[src/hw/rtl/cofd_pkg.sv]
// Shared types and constants for the clock offset minimum-dispersion filter.
package cofd_pkg;

  // Packet type code of a timing reply
  localparam logic [7:0] REPLY_TYPE = 8'hD3;

  // Aging divide by 100 runs as long division in 16-bit digits
  localparam int unsigned DIGIT_W     = 16;
  localparam int unsigned DIGITS      = 64 / DIGIT_W;
  localparam int unsigned DIGIT_CNT_W = $clog2(DIGITS);
  // Partial dividend per digit: remainder (< 100, 7 bits) and one digit
  localparam int unsigned REM_W       = 7;
  localparam int unsigned PART_W      = REM_W + DIGIT_W;
  // floor(v / 100) = (v * ceil(2^30 / 100)) >> 30, exact for v < 100 * 2^16
  localparam int unsigned RECIP_SHIFT = 30;
  localparam int unsigned RECIP_W     = 24;
  localparam logic [RECIP_W-1:0] RECIP = 24'd10737419;
  localparam int unsigned EST_W       = PART_W + RECIP_W;

  typedef struct packed {
    logic [63:0] offset;
    logic [63:0] disp;
  } hist_entry_t;

  typedef enum logic [2:0] {
    ST_IDLE,
    ST_NEWOFF,
    ST_READ,
    ST_AGE,
    ST_WAIT,
    ST_STEP,
    ST_OUT
  } cofd_state_e;

endpackage

[src/hw/rtl/cofd_hist_ram.sv]
// History memory: one write port, one read port, registered read data.
module cofd_hist_ram #(
  parameter int unsigned DEPTH = 8,
  parameter int unsigned AW    = 3
) (
  input  logic                 clk_i,
  input  logic                 we_i,
  input  logic [AW-1:0]        waddr_i,
  input  cofd_pkg::hist_entry_t wdata_i,
  input  logic                 re_i,
  input  logic [AW-1:0]        raddr_i,
  output cofd_pkg::hist_entry_t rdata_o
);
  import cofd_pkg::*;

  hist_entry_t mem_q [DEPTH];
  hist_entry_t rdata_q;

  always_ff @(posedge clk_i) begin
    if (we_i) begin
      mem_q[waddr_i] <= wdata_i;
    end
  end

  always_ff @(posedge clk_i) begin
    if (re_i) begin
      rdata_q <= mem_q[raddr_i];
    end
  end

  assign rdata_o = rdata_q;

endmodule

[config.mk]
export PLATFORM = sky130hd
export DESIGN_NAME = cofd_hist_ram
export DESIGN_NICKNAME = d
export VERILOG_FILES = /design/src/hw/rtl/cofd_pkg.sv /design/src/hw/rtl/cofd_hist_ram.sv
export SDC_FILE = /design/constraint.sdc
export NUM_CORES = 1
export LEC_CHECK = 0
export CORE_MARGIN = 2
export CORE_UTILIZATION = 50
export CTS_CLUSTER_DIAMETER = 120
export CTS_CLUSTER_SIZE = 28
export DETAILED_ROUTE_END_ITERATION = 8
export DONT_BUFFER_PORTS = 1
export PLACE_DENSITY = 0.66
export REMOVE_ABC_BUFFERS = 1
export SYNTH_ARGS = -nofsm -noshare
export SYNTH_HDL_FRONTEND = slang
export SYNTH_SLANG_ARGS = --single-unit
[constraint.sdc]
create_clock -name clk_i -period 31.2 [get_ports clk_i]
set_input_delay 3.12 -clock clk_i [delete_from_list [all_inputs] [get_ports clk_i]]
set_output_delay 3.12 -clock clk_i [all_outputs]
set_load 0.1 [all_outputs]
Yosys cells after proc, flatten, opt, wreduce, memory -nomap -nowiden
Memory sizes are Yosys's and may differ from the RTL's. A register that Yosys moved wholly into a read port is not among the register bits.
Cells that the tools add are included.
{ "op_classes": {"add_sub_neg": 0, "mul": 0, "div_mod_pow": 0, "magnitude_cmp": 0, "n_eq_ne": 0, "shift": 0, "muxes": 2, "n_bitwise": 0, "n_reduce_logical": 0} }
{ "ops": {"columns": ["operator", "n"], "rows": [
  ["$mux W1", 2]
]} }
{ "word_totals": {"reg_bits": 0, "latch_bits": 0, "ramBits": 1024, "romBits": 0, "inputBits": 137, "output_inout_bits": 128, "wordCells": 3, "n_memories": 1} }
{ "mem_list": {"columns": ["memory", "depth", "width", "read_ports", "rd_clocked_by_memory_dff", "wr", "line_no", "source"], "rows": [
  ["mem_q", 8, 128, 1, 1, 1, "cofd_hist_ram.sv:16", "hist_entry_t mem_q [DEPTH];"]
]} }

Depth between registers and ports, before layout
{ "logic_depth": {"depth_word": 2, "mapped_depth": 5, "ltp_nobuf": 2} }

Worst setup path after synthesis
No wires, ideal clock.
{ "synth_path": {"path_kind": "input -> register", "startpoint": "in waddr_i[0]", "endpoint": "mem mem_q[0][0] (netlist name), enable pin", "setup_ps": 774, "arrival_time_ps": 11954, "t_required_ps": 30426, "path_slack_ps": 18472, "path_stages": 1, "n_path_buf": 0, "path_cell_list": "nor3_1"} }
{ "synth_lines": {"columns": ["element", "line_no", "source"], "rows": [
  ["from (decl)", "cofd_hist_ram.sv:8", "input logic [AW-1:0] waddr_i,"],
  ["to (decl)", "cofd_hist_ram.sv:16", null]
]} }
No word-level cell before the write port.

Worst setup path after layout
{ "layout_path": {"startpoint": "in we_i", "endpoint": "mem mem_q[5][116] (netlist name), enable pin"} }
{ "layout_between": {"elab_chain_len": 2} }
{ "layout_rtl": {"columns": ["element", "line_no", "source"], "rows": [
  ["from (decl)", "cofd_hist_ram.sv:7", "input logic we_i,"],
  ["$mux W1", "cofd_hist_ram.sv:20", "if (we_i) begin"],
  ["$mux W1 (implied by the code)", "cofd_hist_ram.sv:21", "mem_q[waddr_i] <= wdata_i;"]
]} }
No other way between the ends.

==> results.txt <==
The run finished with clean final reports. The netlist uses 17 different library cells. The final layout contains 1747 nets.

Dividing the detail-routed wire length by the instance count gives 28.6 µm. The worst register-to-register path has a depth of 2. The critical path data required time was 31450 ps; the overall die width was 297 µm.

The run gives 107 as the row count. The run gives 7590 µm² as the area of the multi-input gates. The first global-routing pass estimated 116000 µm of wire. Summing all flip-flop and latch instances after layout gives 34600 µm². For the cts-stage hold buffer count, the log shows 0. The final-report hold violation count is 0, and the final period utilization is 18.6%. For the total core area, the log shows 85000 µm². Post-detailed-route count of antenna-violating nets: 0. The top-area cell type share of the netlist area is 80.8%, and the number of antenna cells inserted is 0.

Number of max-slew violations in the final report: 0. The worst setup path is captured at a flop. Iteration-0 DRC count of the detailed router: 1336. Cells fill 53.0% of the core in the end. The instance count along the most critical hold path is 2, and the sequential cell area fraction in the yosys report is 80.8%. Summing every instance area after synthesis gives 42800 µm². The post-route total power is 2680 µW, and the worst reg-to-reg setup slack is 29720 ps.

Setup repair after global routing left no endpoint under its margin. The first TritonRoute pass finished after 7 iterations. The clock period could shrink to 5790 ps. Routability-driven placement finished with a final weighted congestion of 0.690.

Buffers added to address setup during post-CTS repair amount to 0. The synthesized area per cell was 26.4 µm². The total overflow reported by the global router is 0, and the number of antenna violations at the first check in global routing is 2. The synthesized design contains 1152 register bits. For the pin with the worst max-slew slack, the measured transition is 1210 ps. Class of the most critical hold timing path: reg -> reg. The run gives 0 as the number of max-cap violations. Total DRC errors in the routed layout: 0.

In the final layout, the share of cells above drive strength 1 is 23.8%. Setup violations remaining at the end of the flow were counted as 0. The tools report the leakage dissipation as 0.0137 µW.

The logs give 17500 for the via count of the first global-routing pass and 78700 µm for the aggregate routed wire length. Ranked by total cell area, the synthesized netlist is headed by sky130_fd_sc_hd__edfxtp_1, sky130_fd_sc_hd__mux4_2, sky130_fd_sc_hd__mux4_1, sky130_fd_sc_hd__mux2_2, sky130_fd_sc_hd__buf_8. The clock transition at the registers of the reported paths was 100 ps; the sum of routed wire segments on met1 was 33300 µm. Signal routing reaches up to met4.

For the total via count in the routed design, the log shows 16400. Counting every sink on the clock net gives 1152. Entering global routing, the biggest net connects 257 pins.

The detailed route wirelength on metal3 was 5820 µm; the number of buffer cells added on primary ports was 0. No sink is reached through more buffers than the 3 on the longest clock path. The power density relative to cell area was 59.5 nW/µm²; the worst clock skew on the final layout was 15.0 ps. The critical path in this run is classified as in -> reg. Synthesis produced a netlist whose cell count is 1620.

TritonCTS built the clock tree. The detail-routed via count per cell is 5.94, and the highest clock rate is 0.173 GHz. sky130_fd_sc_hd__edfxtp_1 takes more of the synthesized area than any other cell. The die is 297 µm tall. The relative max-transition margin is 19.2%. The tree is rooted in a sky130_fd_sc_hd__clkbuf_16. For the final-layout fill cell count, the log shows 6308. The worst-case IR drop observed on VDD is 0.0446 mV. STA classifies the critical path startpoint as a primary input.

After detailed routing, the met2 layer carries 38500 µm of wire. For this run, the number of Yosys warnings is 0. Setup total negative slack on the finished layout was measured at 0 ps. The largest fanout of any net on the critical path was 58; the number of gates resized after CTS was 0. CTS built an H-tree with a depth of 2. Once the floorplan was initialized, standard cells occupied 50.4% of the core. The die area came out at 88000 µm². The total global-route track usage is 17.9%, and the layout overhead on the synthesized area is 5.13%. The logs give 265 for the number of I/O pins and 47 for the number of CTS-inserted buffers.

For the critical path data arrival time, the log shows 6040 ps. The later pin in the worst-skew pair is clocked with a latency of 620 ps. Summed over all nets, the half-perimeter wirelength after detailed placement is 37600 µm.
cell families after synthesis:
family | count (synthesis) | synth area share (%)
flip-flops | 1152 | 80.8
AND/OR/NAND/NOR | 13 | 0.137
multiplexers | 384 | 17.5
buffers and inverters | 71 | 1.65
final timing paths:
path,startpoint,end
hold / removal,mem_q[2][40],rdata_o[40]
setup / recovery,we_i,mem_q[5][116]
setup reg to reg,mem_q[1][30],rdata_o[30]
hold reg to reg,mem_q[2][40],rdata_o[40]
worst max-delay path: stages:
cell and delay, ps:
sky130_fd_sc_hd__nand2_1 190, sky130_fd_sc_hd__nor2_4 820, sky130_fd_sc_hd__buf_4 920, sky130_fd_sc_hd__buf_4 830
cell usage in the layout, fill, tap and decap left out:
cell                        synthesis  layout
sky130_fd_sc_hd__inv_12             0       1
sky130_fd_sc_hd__buf_12             2       6
sky130_fd_sc_hd__inv_6              0       1
sky130_fd_sc_hd__nor3_2             0       2
sky130_fd_sc_hd__edfxtp_1        1152    1152
sky130_fd_sc_hd__mux4_1            72      72
sky130_fd_sc_hd__mux2_2           128     128
sky130_fd_sc_hd__nand2_1            2       2
sky130_fd_sc_hd__buf_4              1       6
sky130_fd_sc_hd__mux4_2           184     184
sky130_fd_sc_hd__nor2_4             0       6
sky130_fd_sc_hd__nand2b_1           3       3
sky130_fd_sc_hd__clkbuf_16          0      49
flip-flops by register name (all words and copies together), names as in the netlist:
name	cells
rdata_o	128
mem_q	1024
report_power, final:
group          total, µW  internal, µW  switching (µW)
logic               92.0          56.5            35.5
clock network        707           284             423
registers           1880          1770             114
through the flow:
step | setup WS (ps) | area, µm² | std cells | hold slack, ps
floorplan | 18470 | 42100 | 1549 | 716
global placement | 24500 | 43800 | 2704 | 721
detailed placement | 24410 | 43800 | 2704 | 736
CTS | 25080 | 45000 | 2755 | 760
global route | 25220 | 45000 | 2756 | 786
finish | 25410 | 45000 | 2756 | 760
cell type report:
| cell class | instances | share of cell area [%] |
|---|---|---|
| Sequential cell | 1152 | 76.8 |
| Multi-Input combinational cell | 397 | 16.9 |
| Tap cell | 1144 | 3.18 |
| Clock buffer | 49 | 2.72 |
| Timing Repair Buffer | 12 | 0.367 |
| Clock inverter | 2 | 0.0556 |
cells in the mapped netlist, drive strengths merged:
cell type  number
edfxtp       1152
mux4          256
mux2          128
buf            45
clkbuf         26
nor2            6
nand2b          3
nand2           2
nor3            2
metal layers:
layer	vias up	GRT usage [%]
met5	-	0
met4	0	3.15
met3	64	5.34
met2	393	29.1
met1	9004	24.4
li1	6920	-
Power figures use the tool's default switching activity.
